`src/hdl/ejbp_pkg.sv`:
```
`timescale 1ns / 1ps

package ejbp_pkg;

  localparam int KEY_W = 32;
  localparam int TAG_W = 32;
  localparam int OP_W = 2;
  localparam int STATUS_W = 3;
  localparam int TABLE_DEPTH_DEF = 64;

  typedef enum logic [OP_W-1:0] {
    OP_CLEAR  = 2'd0,
    OP_INSERT = 2'd1,
    OP_PROBE  = 2'd2
  } opcode_t;

  typedef enum logic [STATUS_W-1:0] {
    ST_INSERTED = 3'd0,
    ST_FULL     = 3'd1,
    ST_MATCH    = 3'd2,
    ST_NOMATCH  = 3'd3,
    ST_CLEARED  = 3'd4
  } status_t;

  typedef enum logic [2:0] {
    S_IDLE = 3'b001,
    S_SCAN = 3'b010,
    S_RESP = 3'b100
  } state_t;

endpackage

```
`src/hdl/ejbp_in_if.sv`:
```
`timescale 1ns / 1ps

interface ejbp_in_if;
  import ejbp_pkg::*;

  logic                    valid;
  logic                    ready;
  logic [OP_W-1:0]         opcode;
  logic signed [KEY_W-1:0] join_key;
  logic [TAG_W-1:0]        row_tag;

  modport source (output valid, output opcode, output join_key, output row_tag,
                  input ready);
  modport sink (input valid, input opcode, input join_key, input row_tag,
                output ready);
endinterface

```
`src/hdl/ejbp_out_if.sv`:
```
`timescale 1ns / 1ps

interface ejbp_out_if;
  import ejbp_pkg::*;

  logic                valid;
  logic                ready;
  logic [STATUS_W-1:0] status;
  logic [TAG_W-1:0]    left_tag;
  logic [TAG_W-1:0]    right_tag;
  logic                last;

  modport source (output valid, output status, output left_tag, output right_tag,
                  output last, input ready);
  modport sink (input valid, input status, input left_tag, input right_tag,
                input last, output ready);
endinterface

```
`src/hdl/equi_join_build_probe_core.sv`:
```
`timescale 1ns / 1ps
// Channel  Dir  Payload                                  Transfer
// in_ch    in   opcode, join_key, row_tag                valid & ready
// out_ch   out  status, left_tag, right_tag, last        valid & ready
// cfg_*    in   cfg_wr_data (build_is_left)              cfg_wr_en
//
// Clear and insert: S_RESP loads the result register once the output register is free,
// then the core returns to S_IDLE. Probe: S_SCAN reads the table through one read port,
// one entry per cycle unless stalled, oldest first, and S_RESP loads the last result.
// A match result waits in a one-deep pending register so that last can be set;
// a further match stalls the scan while the output register is held by the sink.
// Synchronous reset clears control state; the table has no clearing pass.

module equi_join_build_probe_core #(
  parameter int TABLE_DEPTH = ejbp_pkg::TABLE_DEPTH_DEF
) (
  input  logic           clk,
  input  logic           rst_n,
  ejbp_in_if.sink        in_ch,
  ejbp_out_if.source     out_ch,
  input  logic           cfg_wr_en,
  input  logic           cfg_wr_data
);
  import ejbp_pkg::*;

  localparam int ADDR_W = (TABLE_DEPTH > 1) ? $clog2(TABLE_DEPTH) : 1;
  localparam int CNT_W = $clog2(TABLE_DEPTH + 1);

  logic signed [KEY_W-1:0] mem_key [TABLE_DEPTH];
  logic [TAG_W-1:0]        mem_tag [TABLE_DEPTH];

  state_t                  state_r, state_nxt;
  logic [CNT_W-1:0]        cnt_r, cnt_nxt;
  logic [CNT_W-1:0]        idx_r, idx_nxt;
  logic                    rd_vld_r, rd_vld_nxt;
  logic                    pend_vld_r, pend_vld_nxt;
  logic                    out_vld_r, out_vld_nxt;
  logic                    build_is_left_r;

  logic [OP_W-1:0]         op_r;
  logic signed [KEY_W-1:0] key_r;
  logic [TAG_W-1:0]        tag_r;
  status_t                 stat_r;
  logic signed [KEY_W-1:0] rd_key_r;
  logic [TAG_W-1:0]        rd_tag_r;
  logic [TAG_W-1:0]        pend_tag_r;
  logic [STATUS_W-1:0]     out_status_r;
  logic [TAG_W-1:0]        out_left_r;
  logic [TAG_W-1:0]        out_right_r;
  logic                    out_last_r;

  logic                    in_xfer;
  logic                    out_busy;
  logic                    full;
  logic                    hit;
  logic                    stall;
  logic                    issue;
  logic                    wr_en;
  logic                    pend_ld;
  logic                    out_ld;
  status_t                 ld_status;
  logic [TAG_W-1:0]        ld_left;
  logic [TAG_W-1:0]        ld_right;
  logic                    ld_last;

  assign in_ch.ready = (state_r == S_IDLE);
  assign in_xfer = in_ch.valid & in_ch.ready;
  assign out_busy = out_vld_r & ~out_ch.ready;
  assign full = (cnt_r == CNT_W'(TABLE_DEPTH));
  assign hit = rd_vld_r && (rd_key_r == key_r);
  assign stall = hit & pend_vld_r & out_busy;
  assign issue = (state_r == S_SCAN) && !stall && (idx_r < cnt_r);
  assign wr_en = in_xfer && (in_ch.opcode == OP_INSERT) && !full;
  assign pend_ld = (state_r == S_SCAN) && hit && !stall;

  assign out_ch.valid = out_vld_r;
  assign out_ch.status = out_status_r;
  assign out_ch.left_tag = out_left_r;
  assign out_ch.right_tag = out_right_r;
  assign out_ch.last = out_last_r;

  always_comb begin
    state_nxt = state_r;
    cnt_nxt = cnt_r;
    idx_nxt = idx_r;
    rd_vld_nxt = rd_vld_r;
    pend_vld_nxt = pend_vld_r;
    out_ld = 1'b0;
    ld_status = ST_MATCH;
    ld_left = '0;
    ld_right = '0;
    ld_last = 1'b1;
    unique case (state_r)
      S_IDLE: begin
        if (in_xfer) begin
          case (in_ch.opcode)
            OP_CLEAR: begin
              cnt_nxt = '0;
              state_nxt = S_RESP;
            end
            OP_INSERT: begin
              if (!full) begin
                cnt_nxt = cnt_r + CNT_W'(1);
              end
              state_nxt = S_RESP;
            end
            OP_PROBE: begin
              idx_nxt = '0;
              rd_vld_nxt = 1'b0;
              pend_vld_nxt = 1'b0;
              state_nxt = S_SCAN;
            end
            default: state_nxt = S_IDLE;
          endcase
        end
      end
      S_SCAN: begin
        if (!stall) begin
          rd_vld_nxt = issue;
          if (issue) begin
            idx_nxt = idx_r + CNT_W'(1);
          end
          if (hit) begin
            pend_vld_nxt = 1'b1;
            if (pend_vld_r) begin
              out_ld = 1'b1;
              ld_status = ST_MATCH;
              ld_left = build_is_left_r ? pend_tag_r : tag_r;
              ld_right = build_is_left_r ? tag_r : pend_tag_r;
              ld_last = 1'b0;
            end
          end
          if (!rd_vld_r && (idx_r == cnt_r)) begin
            state_nxt = S_RESP;
          end
        end
      end
      S_RESP: begin
        if (!out_busy) begin
          out_ld = 1'b1;
          state_nxt = S_IDLE;
          if (op_r == OP_PROBE) begin
            if (pend_vld_r) begin
              ld_status = ST_MATCH;
              ld_left = build_is_left_r ? pend_tag_r : tag_r;
              ld_right = build_is_left_r ? tag_r : pend_tag_r;
            end else begin
              ld_status = ST_NOMATCH;
            end
          end else begin
            ld_status = stat_r;
          end
        end
      end
      default: state_nxt = S_IDLE;
    endcase
    out_vld_nxt = out_ld | out_busy;
  end

  always_ff @(posedge clk) begin
    if (!rst_n) begin
      state_r <= S_IDLE;
      cnt_r <= '0;
      idx_r <= '0;
      rd_vld_r <= 1'b0;
      pend_vld_r <= 1'b0;
      out_vld_r <= 1'b0;
      build_is_left_r <= 1'b1;
    end else begin
      state_r <= state_nxt;
      cnt_r <= cnt_nxt;
      idx_r <= idx_nxt;
      rd_vld_r <= rd_vld_nxt;
      pend_vld_r <= pend_vld_nxt;
      out_vld_r <= out_vld_nxt;
      if (cfg_wr_en) begin
        build_is_left_r <= cfg_wr_data;
      end
    end
  end

  always_ff @(posedge clk) begin
    if (in_xfer) begin
      op_r <= in_ch.opcode;
      key_r <= in_ch.join_key;
      tag_r <= in_ch.row_tag;
      if (in_ch.opcode == OP_CLEAR) begin
        stat_r <= ST_CLEARED;
      end else if (full) begin
        stat_r <= ST_FULL;
      end else begin
        stat_r <= ST_INSERTED;
      end
    end
    if (pend_ld) begin
      pend_tag_r <= rd_tag_r;
    end
    if (out_ld) begin
      out_status_r <= ld_status;
      out_left_r <= ld_left;
      out_right_r <= ld_right;
      out_last_r <= ld_last;
    end
  end

  always_ff @(posedge clk) begin
    if (wr_en) begin
      mem_key[cnt_r[ADDR_W-1:0]] <= in_ch.join_key;
      mem_tag[cnt_r[ADDR_W-1:0]] <= in_ch.row_tag;
    end
    if (issue) begin
      rd_key_r <= mem_key[idx_r[ADDR_W-1:0]];
      rd_tag_r <= mem_tag[idx_r[ADDR_W-1:0]];
    end
  end

endmodule

```
`src/flat_wrapper.sv`:
```
// flat-port wrapper written by rule: the top's interface ports become plain ports
module equi_join_build_probe_core_flat import ejbp_pkg::*;
#(
  parameter int TABLE_DEPTH = ejbp_pkg::TABLE_DEPTH_DEF
)
  (clk, rst_n, cfg_wr_en, cfg_wr_data, in_ch_valid, in_ch_opcode, in_ch_join_key, in_ch_row_tag, in_ch_ready, out_ch_valid, out_ch_status, out_ch_left_tag, out_ch_right_tag, out_ch_last, out_ch_ready);
  ejbp_in_if in_ch_i ();
  ejbp_out_if out_ch_i ();
  input  logic clk;
  input  logic rst_n;
  input  logic cfg_wr_en;
  input  logic cfg_wr_data;
  input wire logic [$bits(in_ch_i.valid)-1:0] in_ch_valid;
  input wire logic [$bits(in_ch_i.opcode)-1:0] in_ch_opcode;
  input wire logic [$bits(in_ch_i.join_key)-1:0] in_ch_join_key;
  input wire logic [$bits(in_ch_i.row_tag)-1:0] in_ch_row_tag;
  output wire logic [$bits(in_ch_i.ready)-1:0] in_ch_ready;
  output wire logic [$bits(out_ch_i.valid)-1:0] out_ch_valid;
  output wire logic [$bits(out_ch_i.status)-1:0] out_ch_status;
  output wire logic [$bits(out_ch_i.left_tag)-1:0] out_ch_left_tag;
  output wire logic [$bits(out_ch_i.right_tag)-1:0] out_ch_right_tag;
  output wire logic [$bits(out_ch_i.last)-1:0] out_ch_last;
  input wire logic [$bits(out_ch_i.ready)-1:0] out_ch_ready;
  assign in_ch_i.valid = in_ch_valid;
  assign in_ch_i.opcode = in_ch_opcode;
  assign in_ch_i.join_key = in_ch_join_key;
  assign in_ch_i.row_tag = in_ch_row_tag;
  assign in_ch_ready = in_ch_i.ready;
  assign out_ch_valid = out_ch_i.valid;
  assign out_ch_status = out_ch_i.status;
  assign out_ch_left_tag = out_ch_i.left_tag;
  assign out_ch_right_tag = out_ch_i.right_tag;
  assign out_ch_last = out_ch_i.last;
  assign out_ch_i.ready = out_ch_ready;
  equi_join_build_probe_core #(.TABLE_DEPTH(TABLE_DEPTH)) u_core (.clk(clk), .rst_n(rst_n), .in_ch(in_ch_i), .out_ch(out_ch_i), .cfg_wr_en(cfg_wr_en), .cfg_wr_data(cfg_wr_data));
endmodule
```
`config.mk`:
```
export PLATFORM = sky130hd
export DESIGN_NAME = equi_join_build_probe_core_flat
export DESIGN_NICKNAME = d
export VERILOG_FILES = /design/src/hdl/ejbp_pkg.sv /design/src/hdl/ejbp_in_if.sv /design/src/hdl/ejbp_out_if.sv /design/src/hdl/equi_join_build_probe_core.sv /design/src/flat_wrapper.sv
export SDC_FILE = /design/constraint.sdc
export NUM_CORES = 2
export LEC_CHECK = 0
export BUFFER_PORTS_ARGS = -buffer_cell sky130_fd_sc_hd__clkbuf_2
export CAP_MARGIN = 20
export CORE_ASPECT_RATIO = 0.8
export CORE_MARGIN = 2
export CORE_UTILIZATION = 30
export DETAILED_ROUTE_END_ITERATION = 7
export SYNTH_ARGS = -nofsm -noshare
export SYNTH_HDL_FRONTEND = slang
export SYNTH_SLANG_ARGS = --single-unit
```
`constraint.sdc`:
```
create_clock -name clk -period 9.67 [get_ports clk]
set_input_delay 0.967 -clock clk [delete_from_list [all_inputs] [get_ports clk]]
set_output_delay 0.967 -clock clk [all_outputs]
set_load 0.05 [all_outputs]
```
==> results.ini <==
[logic_synthesis]
synth_area_um2 = 164600
synth_edf_count = 4328
yosysSeqAreaShare_pct = 79.24
yosysWarnings = 0
async_reset_ff_share_pct = 0
ys_seq_elements = 4349
synth.distinct_cells = 48
avgSynthCellArea_um2 = 25.56
synth_flop_cell = edfxtp_1
synth.most_common_cell = edfxtp_1
yosys.area.top_type = edfxtp_1
yosys.area.top_type_share_pct = 78.98
synth_top_cells_by_count = 4328 x edfxtp_1, 1344 x mux4_2, 192 x clkbuf_1, 150 x nor2_1, 99 x buf_2
synth_fp_nets = 6521
ys_top_cells_by_area = edfxtp_1 79%, mux4_2 18%, clkbuf_1 0.44%, mux2i_1 0.40%, nor2_1 0.34%
syn_inst = 6439

[final_layout]
final_area_um2 = 188300
fillCellCount = 49670
drive_above_1_share_pct = 32.62
seqCellArea_um2 = 130400
nets = 6984
fin_util_pct = 34.42
area_growth_pct = 14.42
stdcell_count = 14450
multiInputGateArea_um2 = 33280

[cts]
ctsHoldBuffers = 0
htree_levels = 5
path_clk_slew_ns = 0.06
clockBufferDepth = 4
postCtsSetupRepairBufs = 0
cts_tree = done
root_buffer = clkbuf_16
ctsResizeCount = 0
cts_buffers = 396
cts.sinks = 4349
insertion_delay_ns = 0.95

[min_path]
holdPathStages = 1
worstHoldStart = in_ch_row_tag[3]
hold_class = in -> reg
min_to = u_core.mem_tag[4][3]

[power_and_ir_drop]
power_leakage_uw = 0.05522
ir_drop_uv = 154.4
powerDensity_nw_per_um2 = 201.8

[grt]
grt_max_degree = 130
grt_usage_pct = 15.03
grt_pass1_wl_um = 595400
first_global_vias = 74530
overflow = 0
antenna_found_initial = 41

[setup_path]
r2r_end = u_core.mem_tag[21][11]
path_class = reg -> reg
max_stage_delay_ns = 1.15
r2r_start = u_core.state_r[0]
rr_worst_depth = 9
cp_num_buf_inv = 3
crit_path_cell_trace = nor3b_1 > nand2_1 > inv_4 > nand2_1 > nor2_1 > buf_4 > nand4_1 > nor2_4 > buf_4
r2r_slack_ns = 4.13
crit_required_ns = 10.22
worstPathArrival_ns = 6.09
path_delay_family = simple AND/OR/NAND/NOR gates
worstPathMaxFanout = 44
slowest_stage = nor2_4
start_kind = register
end_kind = register

[sta]
clock_skew_ns = 0.06491
fmax_mhz = 180.4
slew-limit-headroom_pct = 21.13
setup_viol = 0
hold_violations = 0
tightest_slew_ns = 1.180
setup_tns_ns = 0
slew_violations = 0
period_share_pct = 57.33
rsz0062_at_grt = false
period_needed_ns = 5.544

[floorplan]
core_um2 = 547000
die_width_um = 832.0
num_io_pins = 142
die_y_um = 666.4
die-area_um2 = 554500
rows = 243
initial_utilization_pct = 30.08

[placement]
dp_cells = 13720
io_buffers = 141
dpl_cell_area_um2 = 175600
dp_hpwl_um = 237000
gp_congestion = 0.7907

[outcome]
outcome = completed

[route]
vias_per_cell = 5.195
ant_nets = 0
routed_wl_um = 429600
vias = 75050
drc_errors = 0
dr.pass1.iters = 6
wl_per_cell_um = 29.74
first_iter_violations = 11110

[flow_run]
cap_violations = 0

power by group:
| part | switching (µW) | leakage (µW) | internal (µW) |
|---|---|---|---|
| Combinational | 972 | 0.0100 | 713 |
| Clock | 6820 | 0.00612 | 8670 |
| Sequential | 43.4 | 0.0391 | 20800 |
| Total | 7840 | 0.0552 | 30200 |
layout by cell type (no fill, tap or decap), drive strengths merged, types with 21 or more instances in the layout:
cell    synthesis  final
inv            17     28
mux4         1344   1344
mux2i          65     65
nand2          25     25
nor2          150    150
clkinv          0    153
bufinv          0     37
dfxtp          21     21
buf           132    259
edfxtp       4328   4328
clkbuf        192    626
xnor2          24     24
state kept, by name (all words and copies together) (netlist names), 32 cells and up:
name	flops
u_core.key_r	32
u_core.mem_key	2048
u_core.mem_tag	2048
u_core.out_ch.left_tag	32
u_core.out_ch.right_tag	32
u_core.pend_tag_r	32
u_core.rd_key_r	32
u_core.rd_tag_r	32
u_core.tag_r	32
per-stage QoR:
stage	worst slack [ns]	hold slack (ns)	total power [µW]
floorplan	0.6680	0.4003	22240
global placement	3.758	0.4064	22910
detailed placement	3.746	0.4090	22940
CTS	4.067	0.2342	38300
global route	3.879	0.2484	39080
finish	4.126	0.2947	37990
cell type report:
class | instances | share of cell area (%)
sequential | 4349 | 69.26
multi-input combinational | 1749 | 17.68
clock buffer | 496 | 5.569
tap | 7227 | 4.802
timing repair buffer | 389 | 1.563
clock inverter | 210 | 1.077
inverter | 17 | 0.03522
antenna | 10 | 0.01329
routing by layer:
metal  GRT usage [%]  share of wire [%]  wire length, µm  vias up
met5               0              0.012               51        -
met4           3.586                2.6            11100        8
met3           2.914                9.2            39470      578
met2           23.53                 47           200100     3936
met1           21.75                 42           178900    41470
li1                -                  -                -    29050
how the worst max path moves through the flow:
stage,endpoint,from,slack (ns),cells after the start
finish,u_core.mem_tag[21][11],u_core.state_r[0],4.13,9
global route,u_core.mem_key[21][24],u_core.state_r[0],3.88,9
CTS,u_core.mem_tag[21][20],u_core.state_r[0],4.07,9
detailed placement,u_core.mem_tag[21][13],in_ch_valid,3.75,9
global placement,u_core.mem_tag[21][11],in_ch_valid,3.76,9
floorplan,u_core.mem_key[28][0],u_core.state_r[0],0.67,6
cell families after synthesis:
kind of cell / Yosys count / share of synthesized area (%)
mux: 1410 / 18.80
xor+xnor: 26 / 0.1384
compound gates: 44 / 0.1855
fa+ha+maj: 10 / 0.07604
simple gates: 259 / 0.7094
flops: 4349 / 79.24
buf+inv: 341 / 0.8577
(Power assumes the default switching activity.)
